--- src/wnm_pkg.sv ---
// Shared types, constants and helpers for the wildcard name matcher.
// No dependencies; imported by every module of the block.
package wnm_pkg;

    localparam int PatternMax = 16;
    localparam int PatChars   = 16;
    localparam int PosW       = 5;
    localparam int CharW      = 8;
    localparam int CfgIdxW    = 2;
    localparam int CfgDataW   = 64;

    typedef logic [PosW-1:0]  pos_t;
    typedef logic [CharW-1:0] char_t;

    localparam char_t CH_ANY   = 8'h3F;
    localparam char_t CH_STAR  = 8'h2A;
    localparam char_t CH_NOT   = 8'h21;
    localparam char_t CH_OPEN  = 8'h5B;
    localparam char_t CH_CLOSE = 8'h5D;

    localparam char_t CH_LOWER_A = 8'h61;
    localparam char_t CH_LOWER_Z = 8'h7A;
    localparam char_t CASE_BIT   = 8'h20;

    typedef enum logic [CfgIdxW-1:0] {
        REG_PAT_LOW  = 2'd0,
        REG_PAT_HIGH = 2'd1,
        REG_PAT_LEN  = 2'd2
    } cfg_reg_t;

    typedef enum logic [2:0] {
        ST_IDLE,
        ST_STEP,
        ST_NOT,
        ST_SCAN1,
        ST_SCAN2,
        ST_TERM
    } state_t;

    typedef struct packed {
        logic valid;
        logic skip;
        logic at_end;
        logic eq;
        logic is_any;
        logic is_star;
        logic is_not;
        logic is_open;
        logic is_close;
        logic out_full;
    } dp_status_t;

    typedef struct packed {
        logic load_char;
        logic use_scan;
        logic pos_inc;
        logic pos_end;
        logic pos_from_scan;
        logic scan_from_pos;
        logic scan_inc;
        logic clear_valid;
        logic set_skip;
        logic clr_skip;
        logic clear_match;
        logic load_out;
        logic match_bit;
    } dp_cmd_t;

    function automatic char_t fold(input char_t c);
        char_t r;
        r = c;
        if (c >= CH_LOWER_A && c <= CH_LOWER_Z) begin
            r = c - CASE_BIT;
        end
        return r;
    endfunction

endpackage

--- src/wildcard_name_matcher.sv ---
// Top level of the wildcard name matcher: stream ports, config port, assertions.
// Depends on wnm_pkg, wnm_ctrl and wnm_datapath.
// A character word steps across any stars crossed, a '!', and the set characters
// walked up to the closing ']' or pattern end; one word at a time, none taken while
// a result waits unread. A terminator steps across any trailing stars; matched
// shows in the output register the cycle after its last step. Reset (aresetn low,
// synchronous) clears pattern, match state and output.
module wildcard_name_matcher (
    input  logic                          aclk,
    input  logic                          aresetn,
    input  logic                          cfg_valid,
    output logic                          cfg_ready,
    input  logic [wnm_pkg::CfgIdxW-1:0]   cfg_index,
    input  logic [wnm_pkg::CfgDataW-1:0]  cfg_data,
    input  logic                          s_tvalid,
    output logic                          s_tready,
    input  logic [7:0]                    s_tdata,   // [7:0] name_char
    input  logic                          s_tlast,   // end_of_name
    output logic                          m_tvalid,
    input  logic                          m_tready,
    output logic [7:0]                    m_tdata    // [0] matched, [7:1] zero
);
    import wnm_pkg::*;

    dp_status_t status;
    dp_cmd_t    cmd;
    state_t     state;
    logic       matched;

    assign cfg_ready = 1'b1;

    wnm_ctrl u_ctrl (
        .aclk     (aclk),
        .aresetn  (aresetn),
        .s_tvalid (s_tvalid),
        .s_tlast  (s_tlast),
        .m_tready (m_tready),
        .status   (status),
        .s_tready (s_tready),
        .cmd      (cmd),
        .state    (state)
    );

    wnm_datapath u_datapath (
        .aclk      (aclk),
        .aresetn   (aresetn),
        .cfg_valid (cfg_valid),
        .cfg_index (cfg_index),
        .cfg_data  (cfg_data),
        .s_char    (s_tdata[CharW-1:0]),
        .cmd       (cmd),
        .m_tready  (m_tready),
        .status    (status),
        .m_valid   (m_tvalid),
        .m_matched (matched)
    );

    assign m_tdata = {7'b0, matched};

    a_ready_only_idle: assert property (@(posedge aclk) disable iff (!aresetn)
        s_tready |-> state == ST_IDLE)
        else $error("input ready outside idle");

    a_term_frees_output: assert property (@(posedge aclk) disable iff (!aresetn)
        (s_tvalid && s_tready && s_tlast) |=> !m_tvalid && state == ST_TERM)
        else $error("terminator accepted while result pending");

    a_result_from_term: assert property (@(posedge aclk) disable iff (!aresetn)
        (aresetn && $past(aresetn) && $rose(m_tvalid)) |-> $past(state == ST_TERM))
        else $error("result raised outside terminator handling");

endmodule

--- src/wnm_datapath.sv ---
// Datapath: pattern registers, match state, scan pointer, result register.
// Depends on wnm_pkg; driven by commands from wnm_ctrl.
module wnm_datapath (
    input  logic                    aclk,
    input  logic                    aresetn,
    input  logic                    cfg_valid,
    input  logic [wnm_pkg::CfgIdxW-1:0]  cfg_index,
    input  logic [wnm_pkg::CfgDataW-1:0] cfg_data,
    input  wnm_pkg::char_t          s_char,
    input  wnm_pkg::dp_cmd_t        cmd,
    input  logic                    m_tready,
    output wnm_pkg::dp_status_t     status,
    output logic                    m_valid,
    output logic                    m_matched
);
    import wnm_pkg::*;

    localparam pos_t EndCap = pos_t'((PatternMax < PatChars) ? PatternMax : PatChars);

    logic [CfgDataW-1:0] pat_low_reg, pat_low_next;
    logic [CfgDataW-1:0] pat_high_reg, pat_high_next;
    pos_t                len_reg, len_next;
    pos_t                pos_reg, pos_next;
    pos_t                scan_reg, scan_next;
    logic                valid_reg, valid_next;
    logic                skip_reg, skip_next;
    char_t               u_reg, u_next;
    logic                out_valid_reg, out_valid_next;
    logic                out_bit_reg, out_bit_next;

    logic [2*CfgDataW-1:0] pat_all;
    pos_t                  pat_end;
    pos_t                  sel;
    char_t                 pc;

    assign pat_all = {pat_high_reg, pat_low_reg};
    assign pat_end = (len_reg > EndCap) ? EndCap : len_reg;
    assign sel     = cmd.use_scan ? scan_reg : pos_reg;
    assign pc      = pat_all[{sel[3:0], 3'b000} +: CharW];

    always_comb begin
        status.valid    = valid_reg;
        status.skip     = skip_reg;
        status.at_end   = (sel >= pat_end);
        status.eq       = (fold(pc) == u_reg);
        status.is_any   = (pc == CH_ANY);
        status.is_star  = (pc == CH_STAR);
        status.is_not   = (pc == CH_NOT);
        status.is_open  = (pc == CH_OPEN);
        status.is_close = (pc == CH_CLOSE);
        status.out_full = out_valid_reg;
    end

    always_comb begin
        pat_low_next  = pat_low_reg;
        pat_high_next = pat_high_reg;
        len_next      = len_reg;
        if (cfg_valid) begin
            unique case (cfg_reg_t'(cfg_index))
                REG_PAT_LOW:  pat_low_next  = cfg_data;
                REG_PAT_HIGH: pat_high_next = cfg_data;
                REG_PAT_LEN:  len_next      = cfg_data[PosW-1:0];
                default: ;
            endcase
        end
    end

    always_comb begin
        priority if (cmd.clear_match) begin
            pos_next = '0;
        end else if (cmd.pos_end) begin
            pos_next = pat_end;
        end else if (cmd.pos_from_scan) begin
            pos_next = scan_reg + pos_t'(1);
        end else if (cmd.pos_inc) begin
            pos_next = pos_reg + pos_t'(1);
        end else begin
            pos_next = pos_reg;
        end

        priority if (cmd.scan_from_pos) begin
            scan_next = pos_reg + pos_t'(1);
        end else if (cmd.scan_inc) begin
            scan_next = scan_reg + pos_t'(1);
        end else begin
            scan_next = scan_reg;
        end

        priority if (cmd.clear_match) begin
            valid_next = 1'b1;
        end else if (cmd.clear_valid) begin
            valid_next = 1'b0;
        end else begin
            valid_next = valid_reg;
        end

        priority if (cmd.clear_match) begin
            skip_next = 1'b0;
        end else if (cmd.set_skip) begin
            skip_next = 1'b1;
        end else if (cmd.clr_skip) begin
            skip_next = 1'b0;
        end else begin
            skip_next = skip_reg;
        end

        u_next = cmd.load_char ? fold(s_char) : u_reg;

        out_valid_next = out_valid_reg;
        out_bit_next   = out_bit_reg;
        if (cmd.load_out) begin
            out_valid_next = 1'b1;
            out_bit_next   = cmd.match_bit;
        end else if (m_tready) begin
            out_valid_next = 1'b0;
        end
    end

    always_ff @(posedge aclk) begin
        if (!aresetn) begin
            pat_low_reg   <= '0;
            pat_high_reg  <= '0;
            len_reg       <= '0;
            pos_reg       <= '0;
            valid_reg     <= 1'b1;
            skip_reg      <= 1'b0;
            out_valid_reg <= 1'b0;
        end else begin
            pat_low_reg   <= pat_low_next;
            pat_high_reg  <= pat_high_next;
            len_reg       <= len_next;
            pos_reg       <= pos_next;
            valid_reg     <= valid_next;
            skip_reg      <= skip_next;
            out_valid_reg <= out_valid_next;
        end
    end

    always_ff @(posedge aclk) begin
        scan_reg    <= scan_next;
        u_reg       <= u_next;
        out_bit_reg <= out_bit_next;
    end

    assign m_valid   = out_valid_reg;
    assign m_matched = out_bit_reg;

endmodule

--- src/wnm_ctrl.sv ---
// Controller state machine: sequences one name character or terminator word.
// Depends on wnm_pkg; commands wnm_datapath and reads its status.
module wnm_ctrl (
    input  logic                aclk,
    input  logic                aresetn,
    input  logic                s_tvalid,
    input  logic                s_tlast,
    input  logic                m_tready,
    input  wnm_pkg::dp_status_t status,
    output logic                s_tready,
    output wnm_pkg::dp_cmd_t    cmd,
    output wnm_pkg::state_t     state
);
    import wnm_pkg::*;

    state_t state_reg, state_next;
    logic   in_ready;
    logic   skip_stop;

    assign in_ready  = (state_reg == ST_IDLE) && (!status.out_full || m_tready);
    assign skip_stop = status.skip && (status.at_end || !status.eq);

    always_comb begin
        state_next = state_reg;
        unique case (state_reg)
            ST_IDLE: begin
                if (s_tvalid && in_ready) begin
                    state_next = s_tlast ? ST_TERM : ST_STEP;
                end
            end
            ST_STEP: begin
                priority if (!status.valid || skip_stop || status.at_end) begin
                    state_next = ST_IDLE;
                end else if (status.is_star) begin
                    state_next = ST_STEP;
                end else if (status.is_not) begin
                    state_next = ST_NOT;
                end else if (status.is_open) begin
                    state_next = ST_SCAN1;
                end else begin
                    state_next = ST_IDLE;
                end
            end
            ST_NOT: begin
                state_next = ST_IDLE;
            end
            ST_SCAN1: begin
                priority if (status.at_end || status.is_close) begin
                    state_next = ST_IDLE;
                end else if (status.eq) begin
                    state_next = ST_SCAN2;
                end else begin
                    state_next = ST_SCAN1;
                end
            end
            ST_SCAN2: begin
                if (status.at_end || status.is_close) begin
                    state_next = ST_IDLE;
                end
            end
            ST_TERM: begin
                if (!(status.valid && !status.at_end && status.is_star)) begin
                    state_next = ST_IDLE;
                end
            end
            default: state_next = ST_IDLE;
        endcase
    end

    always_comb begin
        cmd      = '0;
        s_tready = 1'b0;
        unique case (state_reg)
            ST_IDLE: begin
                s_tready      = in_ready;
                cmd.load_char = s_tvalid && in_ready && !s_tlast;
            end
            ST_STEP: begin
                if (status.valid && !skip_stop) begin
                    cmd.clr_skip = status.skip;
                    priority if (status.at_end) begin
                        cmd.clear_valid = 1'b1;
                    end else if (status.is_any) begin
                        cmd.pos_inc = 1'b1;
                    end else if (status.is_star) begin
                        cmd.pos_inc  = 1'b1;
                        cmd.set_skip = 1'b1;
                    end else if (status.is_not || status.is_open) begin
                        cmd.scan_from_pos = 1'b1;
                    end else begin
                        cmd.pos_inc     = 1'b1;
                        cmd.clear_valid = !status.eq;
                    end
                end
            end
            ST_NOT: begin
                cmd.use_scan = 1'b1;
                priority if (status.at_end) begin
                    cmd.pos_end = 1'b1;
                end else if (!status.eq) begin
                    cmd.pos_from_scan = 1'b1;
                end else begin
                    cmd.clear_valid = 1'b1;
                end
            end
            ST_SCAN1: begin
                cmd.use_scan = 1'b1;
                if (status.at_end || status.is_close) begin
                    cmd.clear_valid = 1'b1;
                end else begin
                    cmd.scan_inc = 1'b1;
                end
            end
            ST_SCAN2: begin
                cmd.use_scan = 1'b1;
                priority if (status.at_end) begin
                    cmd.pos_end = 1'b1;
                end else if (status.is_close) begin
                    cmd.pos_from_scan = 1'b1;
                end else begin
                    cmd.scan_inc = 1'b1;
                end
            end
            ST_TERM: begin
                if (status.valid && !status.at_end && status.is_star) begin
                    cmd.pos_inc = 1'b1;
                end else begin
                    cmd.load_out    = 1'b1;
                    cmd.match_bit   = status.valid && status.at_end;
                    cmd.clear_match = 1'b1;
                end
            end
            default: ;
        endcase
    end

    always_ff @(posedge aclk) begin
        if (!aresetn) begin
            state_reg <= ST_IDLE;
        end else begin
            state_reg <= state_next;
        end
    end

    assign state = state_reg;

endmodule

--- config.mk ---
export PLATFORM = sky130hd
export DESIGN_NAME = wildcard_name_matcher
export DESIGN_NICKNAME = d
export VERILOG_FILES = /design/src/wnm_pkg.sv /design/src/wildcard_name_matcher.sv /design/src/wnm_datapath.sv /design/src/wnm_ctrl.sv
export SDC_FILE = /design/constraint.sdc
export NUM_CORES = 1
export LEC_CHECK = 0
export BUFFER_PORTS_ARGS = -buffer_cell sky130_fd_sc_hd__buf_2
export CAP_MARGIN = 20
export CELL_PAD_IN_SITES_DETAIL_PLACEMENT = 1
export CELL_PAD_IN_SITES_GLOBAL_PLACEMENT = 1
export CORE_UTILIZATION = 47
export DETAILED_ROUTE_END_ITERATION = 12
export PLACE_DENSITY_LB_ADDON = 0.1
export SETUP_SLACK_MARGIN = 0.4
export SLEW_MARGIN = 20
export SYNTH_ARGS = -nofsm -noshare
export SYNTH_HDL_FRONTEND = slang
export SYNTH_SLANG_ARGS = --single-unit
--- constraint.sdc ---
create_clock -name aclk -period 8.71 [get_ports aclk]
set_input_delay 1.3065 -clock aclk [delete_from_list [all_inputs] [get_ports aclk]]
set_output_delay 1.3065 -clock aclk [all_outputs]
set_load 0.01 [all_outputs]
==> results of run 1 <==
[cell families after synthesis]
logic type / after synthesis / synth area share (%)
mux: 89 / 10.9
flops: 158 / 39.7
compound gates: 227 / 17.3
simple gates: 443 / 23.3
buf+inv: 95 / 6.04
other cells: 2 / 0.0902
xor+xnor: 13 / 1.37
fa+ha+maj: 9 / 1.35
[worst max-delay path by stage]
stage               cells past startpoint                         start  slack [ns]                               end
floorplan                              18  u_ctrl.state[2]$_SDFFE_PN0P_        4.23  u_datapath.scan_reg[0]$_DFFE_PP_
global placement                       16  u_ctrl.state[2]$_SDFFE_PN0P_        2.76  u_datapath.scan_reg[0]$_DFFE_PP_
detailed placement                     18  u_ctrl.state[2]$_SDFFE_PN0P_        2.59  u_datapath.scan_reg[3]$_DFFE_PP_
CTS                                    18  u_ctrl.state[2]$_SDFFE_PN0P_        2.53  u_datapath.scan_reg[1]$_DFFE_PP_
global route                           18  u_ctrl.state[2]$_SDFFE_PN0P_        1.99  u_datapath.scan_reg[1]$_DFFE_PP_
finish                                 18  u_ctrl.state[2]$_SDFFE_PN0P_        2.48  u_datapath.scan_reg[1]$_DFFE_PP_
[through the flow]
stage               power (uW)  std cells  setup slack, ns
floorplan                 1220       1042             4.23
global placement          1340       1280             2.76
detailed placement        1350       1280             2.59
CTS                       2050       1310             2.53
global route              2130       1310             1.99
finish                    2040       1310             2.48
[worst max-delay path: stages, from the launching register on]
cell and delay (ns):
dfxtp_1 0.76, nor3b_1 0.31, a211oi_2 0.12, nor2_2 0.55, clkinv_1 0.88, mux2_2 0.54, o211ai_1 0.20, nand3_1 0.16
nand2_1 0.15, ha_1 0.26, nand2_1 0.10, nor2_1 0.11, nand3_1 0.09, o311ai_0 0.12, a2111oi_0 0.12, and4b_1 0.35
o211ai_4 0.17, a211oi_2 0.68, a21o_1 0.27
[layer usage]
layer  vias to the layer above  track usage (%)
met5                         -                0
met4                         0             9.55
met3                        34             5.44
met2                       159             47.7
met1                      3661             39.2
li1                       3632                -
[final cells by class]
class | instances | share of cell area, %
multi-input combinational | 789 | 49.5
tap | 225 | 3.05
timing repair buffer | 90 | 5.10
clock inverter | 9 | 0.963
sequential | 158 | 35.8
clock buffer | 21 | 4.78
inverter | 18 | 0.787
[power by group]
part / switching [uW] / leakage (uW) / total, uW / internal (uW)
Combinational: 343 / 0.00183 / 538 / 195
Sequential: 34.6 / 0.00130 / 802 / 768
Clock: 308 / 0.000258 / 699 / 391
[cell usage in the layout (no fill, tap or decap), drive strengths merged, types with 11 or more instances in the layout]
cell type  netlist  layout
a21oi          141     141
o21ai           18      18
inv             17      19
o211ai          13      13
dfxtp          144     144
mux2i           78      78
edfxtp          14      14
nor2            35      35
mux2            11      11
buf             39      90
nand3           19      19
nand2          302     302
clkbuf          38      21
nor3            17      17
==> metrics.cfg, run 1 <==
[run_status]
status=finished, final reports clean

[global_routing]
grt_max_degree=72
antenna_found_initial=0
grt_pass1_wl_um=40900
grt-ovfl-total=0
grt_pass1_vias=7535
grt_util_all_layers_pct=29.4

[timing]
setup_violations=0
rsz0062_at_grt=no
min_period_ns=6.23
max_freq_mhz=160
finalHoldViolCount=0
fin_crit_sh_pct=71.6
maxSlewViolCount=0
relSlewSlack_pct=40.1
hold_ws_ns=0.454
fin_skew_ns=0.00951
tightest_slew_ns=0.899
setup-tns-final_ns=0

[clock_network]
cts_setup_buffers=0
cts.path.max_buffers=2
clk-insertion-delay-late_ns=0.43
post_cts_resize_count=0
cts-buffers-inserted=17
root_buffer=clkbuf_16
htree_num_levels=4
postCtsHoldBufs=0
cts_sinks=158
cts_tree=built
clkTransAtPathRegs_ns=0.06

[power_and_ir_drop]
powerDensity_nw_per_um2=221
vdd_ir_drop_max_v=0.000186
leakage_uw=0.00339

[setup_path]
r2r_slack_ns=2.48
worstSetupPathType=flip-flop to flip-flop
r2r_cells=18
arrival_ns=6.36
critPathMaxFanout=28
r2r_start=u_ctrl.state[2]$_SDFFE_PN0P_
r2r-end=u_datapath.scan_reg[1]$_DFFE_PP_
critical_path.endpoint_type=flip-flop
start_kind=flip-flop
cp.required_ns=8.83

[placed_design]
gp_congestion=0.884
numPortBuffers=82
dp_hpwl_um=17400
placed_area_um2=8690

[finish]
area_growth_pct=10.7
nFillCells=2141
n_antenna_cell=0
nets=1163
seqCellArea_um2=3300
multi_input_area_um2=4570
drive_gt1_share_pct=14.7
final_util_pct=53.3
post-route-cell-area_um2=9220

[route]
wl_per_cell_um=19.6
drc=0
avgViaCountPerCell=5.71
wl_met2_um=12300
routed.top_layer=met4
vias=7486
drt-initial-drc-count=485
routed_wl_um=25700
met3WireLength_um=932
detail-route-antenna-nets=0
met1Wirelength_um=11800
first_pass_iters=4

[synth]
synth_top_cell_area_share_pct=34.6
yosysTopAreaCell=dfxtp_1
ys_seq_area_share_pct=39.7
synth_edf_count=14
ys_ff_latch=158
synth_area_um2=8330
ys_async_sr_fraction_pct=0
ys_top_cells_by_area=dfxtp_1, nand2_1, mux2i_1, a21oi_1, edfxtp_1
ys.flop_type=dfxtp_1
yosysMostFrequentCell=nand2_1
synth_commonest_cells=nand2_1, dfxtp_1, a21oi_1
syn_avg_cell_area_um2=8.04
synthCells=1036
synth.distinct_cells=78
yosys_warnings=0

[floorplan]
num_io_pins=91
start_util_pct=48.2
die_x_um=135
die_h_um=135
rows=48
coreArea_um2=17300
die_area_um2=18300

[hold_path]
min_path_type=flip-flop to flip-flop
min_to=u_datapath.pat_low_reg[28]$_SDFFE_PN0P_
hold_depth=2
hp-start=u_datapath.pat_low_reg[28]$_SDFFE_PN0P_

[flow_run]
drv_cap=0

No activity file was read; power rests on OpenSTA's default activity.
==> run 2, diff against run 1 <==
Settings changed: CORE_UTILIZATION 47 to 44.
Clock period 8.71 ns to 5.9 ns, I/O delays scaled along.
==> metrics.cfg, run 2 (synthesized netlist as in run 1, its figures left out) <==
[run_status]
status=finished, final reports clean

[floorplan]
num_io_pins=91
start_util_pct=45.6
rows=49
die_x_um=140
coreArea_um2=18300
die_h_um=140
die_area_um2=19500

[setup_path]
critical_path.endpoint_type=flip-flop
start_kind=flip-flop
cp.required_ns=6.24
worstSetupPathType=flip-flop to flip-flop
critPathMaxFanout=18
arrival_ns=5.31

[clock_network]
postCtsHoldBufs=0
htree_num_levels=4
cts_sinks=158
cts-buffers-inserted=17
clkTransAtPathRegs_ns=0.06
root_buffer=clkbuf_16
cts.path.max_buffers=2
cts_tree=built
clk-insertion-delay-late_ns=0.43

[global_routing]
met2_usage_pct=44.9
grt_util_met1_pct=36.4
grt_util_all_layers_pct=27.3
grt_max_degree=72
met3_usage_pct=4.58
grt_pass1_vias=7510
antenna_found_initial=0
grt_pass1_wl_um=41200
grt-ovfl-total=0
top_usage_layer=met2

[hold_path]
min_path_type=flip-flop to flip-flop

[timing]
finalHoldViolCount=0
fin_skew_ns=0.0188
maxSlewViolCount=0
setup_violations=0
fin_crit_sh_pct=84.3
relSlewSlack_pct=40.3
max_freq_mhz=201
setup-tns-final_ns=0
rsz0062_at_grt=no
hold_ws_ns=0.454
min_period_ns=4.97
tightest_slew_ns=0.895

[finish]
nets=1172
area_growth_pct=11.8
n_antenna_cell=0
final_common_cell=nand2_1
fin_cells=1323
post-route-cell-area_um2=9310
final_util_pct=51.0
final_cell_mix=nand2_1, dfxtp_1, a21oi_1
drive_gt1_share_pct=15.7
nFillCells=2283

[route]
drt-initial-drc-count=448
detail-route-antenna-nets=0
routed_wl_um=25900
vias=7497
drc=0
first_pass_iters=5
wl_per_cell_um=19.5
avgViaCountPerCell=5.67

[power_and_ir_drop]
vdd_ir_drop_max_v=0.000232
netSwitchingFraction_pct=33.1
p_comb_share_pct=26.8
p_clk_share_pct=34.4
leakage_uw=0.00344
p_switching_uw=1010
seq_power_share_pct=38.9
p_int_uw=2040
powerDensity_nw_per_um2=327

[flow_run]
drv_cap=0

[placed_design]
gp_congestion=0.905
numPortBuffers=82
dp_hpwl_um=18400
placed_cells=1293
placed_area_um2=8770

run 2: cell type report:
type                            instances  area, um^2  share of cell area, %
Multi-Input combinational cell        789        4570                   49.0
Inverter                               18        72.6                  0.779
Sequential cell                       158        3310                   35.5
Clock buffer                           21         460                   4.94
Timing Repair Buffer                   99         538                   5.78
Tap cell                              229         287                   3.08
Clock inverter                          9        85.1                  0.913
run 2: power by group through the flow:
stage          registers, uW  logic [uW]  clock network [uW]
6_report                1180         815                1050
3_5_place_dp            1210         806                   0
4_1_cts                 1180         810                1070
3_3_place_gp            1210         789                   0
5_1_grt                 1190         884                1100
2_1_floorplan           1180         626                   0
run 2: worst paths after layout:
check	slack, ns	startpoint	to	depth (start not counted)
setup / recovery	0.93	u_ctrl.state[1]$_SDFFE_PN0P_	u_datapath.pos_reg[0]$_SDFFE_PP0P_	14
hold / removal	0.45	u_datapath.pat_high_reg[8]$_SDFFE_PN0P_	u_datapath.pat_high_reg[8]$_SDFFE_PN0P_	2
setup reg to reg	0.93	u_ctrl.state[1]$_SDFFE_PN0P_	u_datapath.pos_reg[0]$_SDFFE_PP0P_	14
hold reg to reg	0.45	u_datapath.pat_high_reg[8]$_SDFFE_PN0P_	u_datapath.pat_high_reg[8]$_SDFFE_PN0P_	2
run 2: through the flow:
stage / setup slack [ns] / total power [uW]
after global placement: 0.769 / 1990
final: 0.928 / 3040
after CTS: 0.648 / 3060
after floorplan: 1.42 / 1810
after global routing: 0.521 / 3170
after detailed placement: 0.671 / 2010
run 2: worst max-delay path: stages, from the launching register on:
cell and delay, ns:
dfxtp_2 0.53, inv_1 0.20, o221ai_4 0.51, buf_4 0.40, mux2i_1 0.27, nor4_1 0.08
nor3_1 0.22, o2111ai_1 0.45, or4b_1 0.64, and2_4 0.17, a211oi_2 0.26, o211ai_4 0.20
a21o_1 0.33, or3_1 0.36, a311oi_2 0.26
run 2: routing by layer:
layer	vias up	share of wire (%)
met1	3625	46
li1	3655	-
met3	37	4.6
met2	180	47
met4	0	2.0
met5	-	0
run 2: timing repair:
item                       CTS  global route
setup endpoints to repair    0            10
resized for setup            0             2
setup buffers                0             0
==> run 3, diff against run 2 <==
Settings changed: ABC_AREA from default to 1, CORE_UTILIZATION 44 to 38.
Clock period 5.9 ns to 4.3 ns, I/O delays scaled along.
==> metrics.cfg, run 3 <==
[run_status]
status=finished with violations
violations=design-rule violations

[setup_path]
worstSetupPathType=flip-flop to flip-flop
critical_path.endpoint_type=flip-flop
crit_slowest_cell=dfxtp_4
start_kind=flip-flop
slowest_delay_ns=0.41
cp.required_ns=4.48
critPathMaxFanout=10
r2r_start=u_ctrl.state[0]$_SDFFE_PN0P_
crit_path_start=u_ctrl.state[0]$_SDFFE_PN0P_
crit_top_cell=nand2_1
arrival_ns=3.99

[finish]
final_cell_mix=nand2_1, dfxtp_1, o21ai_0
n_antenna_cell=0
nets=1352
final_common_cell=nand2_1
nFillCells=2680
drive_gt1_share_pct=19.8
post-route-cell-area_um2=10300
area_growth_pct=27.5

[hold_path]
hp-start=s_tdata[4]
min_path_type=input pin to flip-flop

[placed_design]
placed_area_um2=8710
gp_congestion=0.927
pre_cts_slack_ns=-0.00696
dp_hpwl_um=17400
numPortBuffers=82

[synth]
synth_commonest_cells=nand2_1, dfxtp_1, nand3_1
ys_top_cells_by_area=dfxtp_1, nand2_1, nand3_1, o21ai_0, a21oi_1
synth_edf_count=14
yosysMostFrequentCell=nand2_1
ys_async_sr_fraction_pct=0
ys_seq_area_share_pct=40.7
yosysTopAreaCell=dfxtp_1
syn_avg_cell_area_um2=6.94
synth.distinct_cells=41
ys.flop_type=dfxtp_1
yosys_warnings=0
synth_top_cell_area_share_pct=35.5
ys_ff_latch=158
synthCells=1169
synth_area_um2=8120

[route]
detail-route-antenna-nets=0
avgViaCountPerCell=5.28
first_pass_iters=9
drc=2
wl_per_cell_um=18.7
routed_wl_um=28900
drt-initial-drc-count=445
vias=8192

[flow_run]
drv_cap=0

[timing]
fin_crit_sh_pct=88.5
tightest_slew_ns=0.907
max_freq_mhz=263
maxSlewViolCount=0
min_period_ns=3.81
setup_slack_ns=0.494
rsz0062_at_grt=no
finalHoldViolCount=0
relSlewSlack_pct=39.5
setup_violations=0
fin_skew_ns=0.0126

[floorplan]
num_io_pins=91
rows=53
coreArea_um2=21000
start_util_pct=38.7
die_h_um=148
die_x_um=148
die_area_um2=22000

[clock_network]
htree_num_levels=4
cts.path.max_buffers=2
clk-insertion-delay-late_ns=0.45
cts_sinks=158
cts-buffers-inserted=17
postCtsHoldBufs=0
cts_tree=built
root_buffer=clkbuf_16
clkTransAtPathRegs_ns=0.07

[global_routing]
grt_pass1_vias=7984
antenna_found_initial=0
grt_pass1_wl_um=42000
grt_util_all_layers_pct=24.7
grt_max_degree=100
grt-ovfl-total=0

[power_and_ir_drop]
powerDensity_nw_per_um2=589
leakage_uw=0.00442
vdd_ir_drop_max_v=0.000286

[run 3: cell types whose count changed in the layout (fill, tap and decap cells not counted), moves of 16 or more]
cell and change:
inv_1 +122, o21ai_0 +120, nand2_1 -109, nand3_1 +107, mux2i_1 -78, nor2_1 +78
a21oi_1 -35, buf_12 +16
[run 3: power by group]
group          switching, uW  internal, uW
sequential              83.6          1600
clock                    689          1080
combinational           1610          1030
total                   2390          3710
[run 3: layout make-up]
type                    count  area, um^2  area share, %
clock buffers              19         453           4.38
clock inverters            13         224           2.16
inverters                 146         556           5.37
multi-input cells         804        4270           41.3
flip-flops and latches    158        3320           32.0
well taps                 275         344           3.32
repair buffers            136        1190           11.5
[run 3: per-layer routing]
layer	routed length (um)	track usage (%)
met1	13000	31.6
met2	14100	41.9
met3	1140	4.42
met4	759	7.89
met5	0	0
[run 3: cells by family (layout without fill, tap and decap cells)]
kind of cell,after synthesis,after routing,synth area share [%]
other cells,2,8,0.0925
compound gates,266,269,17.6
simple gates,503,505,27.5
flops,158,158,40.7
xor+xnor,13,13,1.40
buf+inv,218,314,11.3
fa+ha+maj,9,9,1.39
[run 3: through the flow]
step | util, % | hold WS [ns] | setup TNS, ns | total power [uW] | cells
CTS | 45.5 | 0.414 | 0 | 5450 | 1515
global placement | 41.6 | 0.434 | 0 | 3540 | 1475
floorplan | - | 0.424 | 0 | 3050 | 1175
finish | 49.4 | 0.423 | 0 | 6100 | 1551
detailed placement | 41.6 | 0.437 | -0.0117 | 3570 | 1475
global route | 49.4 | 0.416 | 0 | 6400 | 1551
[run 3: what timing repair did]
item,CTS,global route
pin swaps,5,18
buffers inserted,5,24
endpoints found under the setup margin,20,20
cloned,3,12
gates resized for setup,10,64
[run 3: worst paths after layout]
check,end,slack [ns],depth (start not counted)
setup / recovery,u_datapath.scan_reg[3]$_DFFE_PP_,0.49,27
hold / removal,u_datapath.u_reg[4]$_DFFE_PP_,0.42,1
setup reg to reg,u_datapath.scan_reg[3]$_DFFE_PP_,0.49,27
hold reg to reg,u_datapath.pat_high_reg[24]$_SDFFE_PN0P_,0.45,2
[run 3: critical path: cells and delay by family, from the launching register on]
kind | cells | cell delay, ns
DFF | 1 | 0.41
buffers and inverters | 5 | 0.76
AOI/OAI and AO/OA | 3 | 0.36
and+or+nand+nor | 19 | 1.99
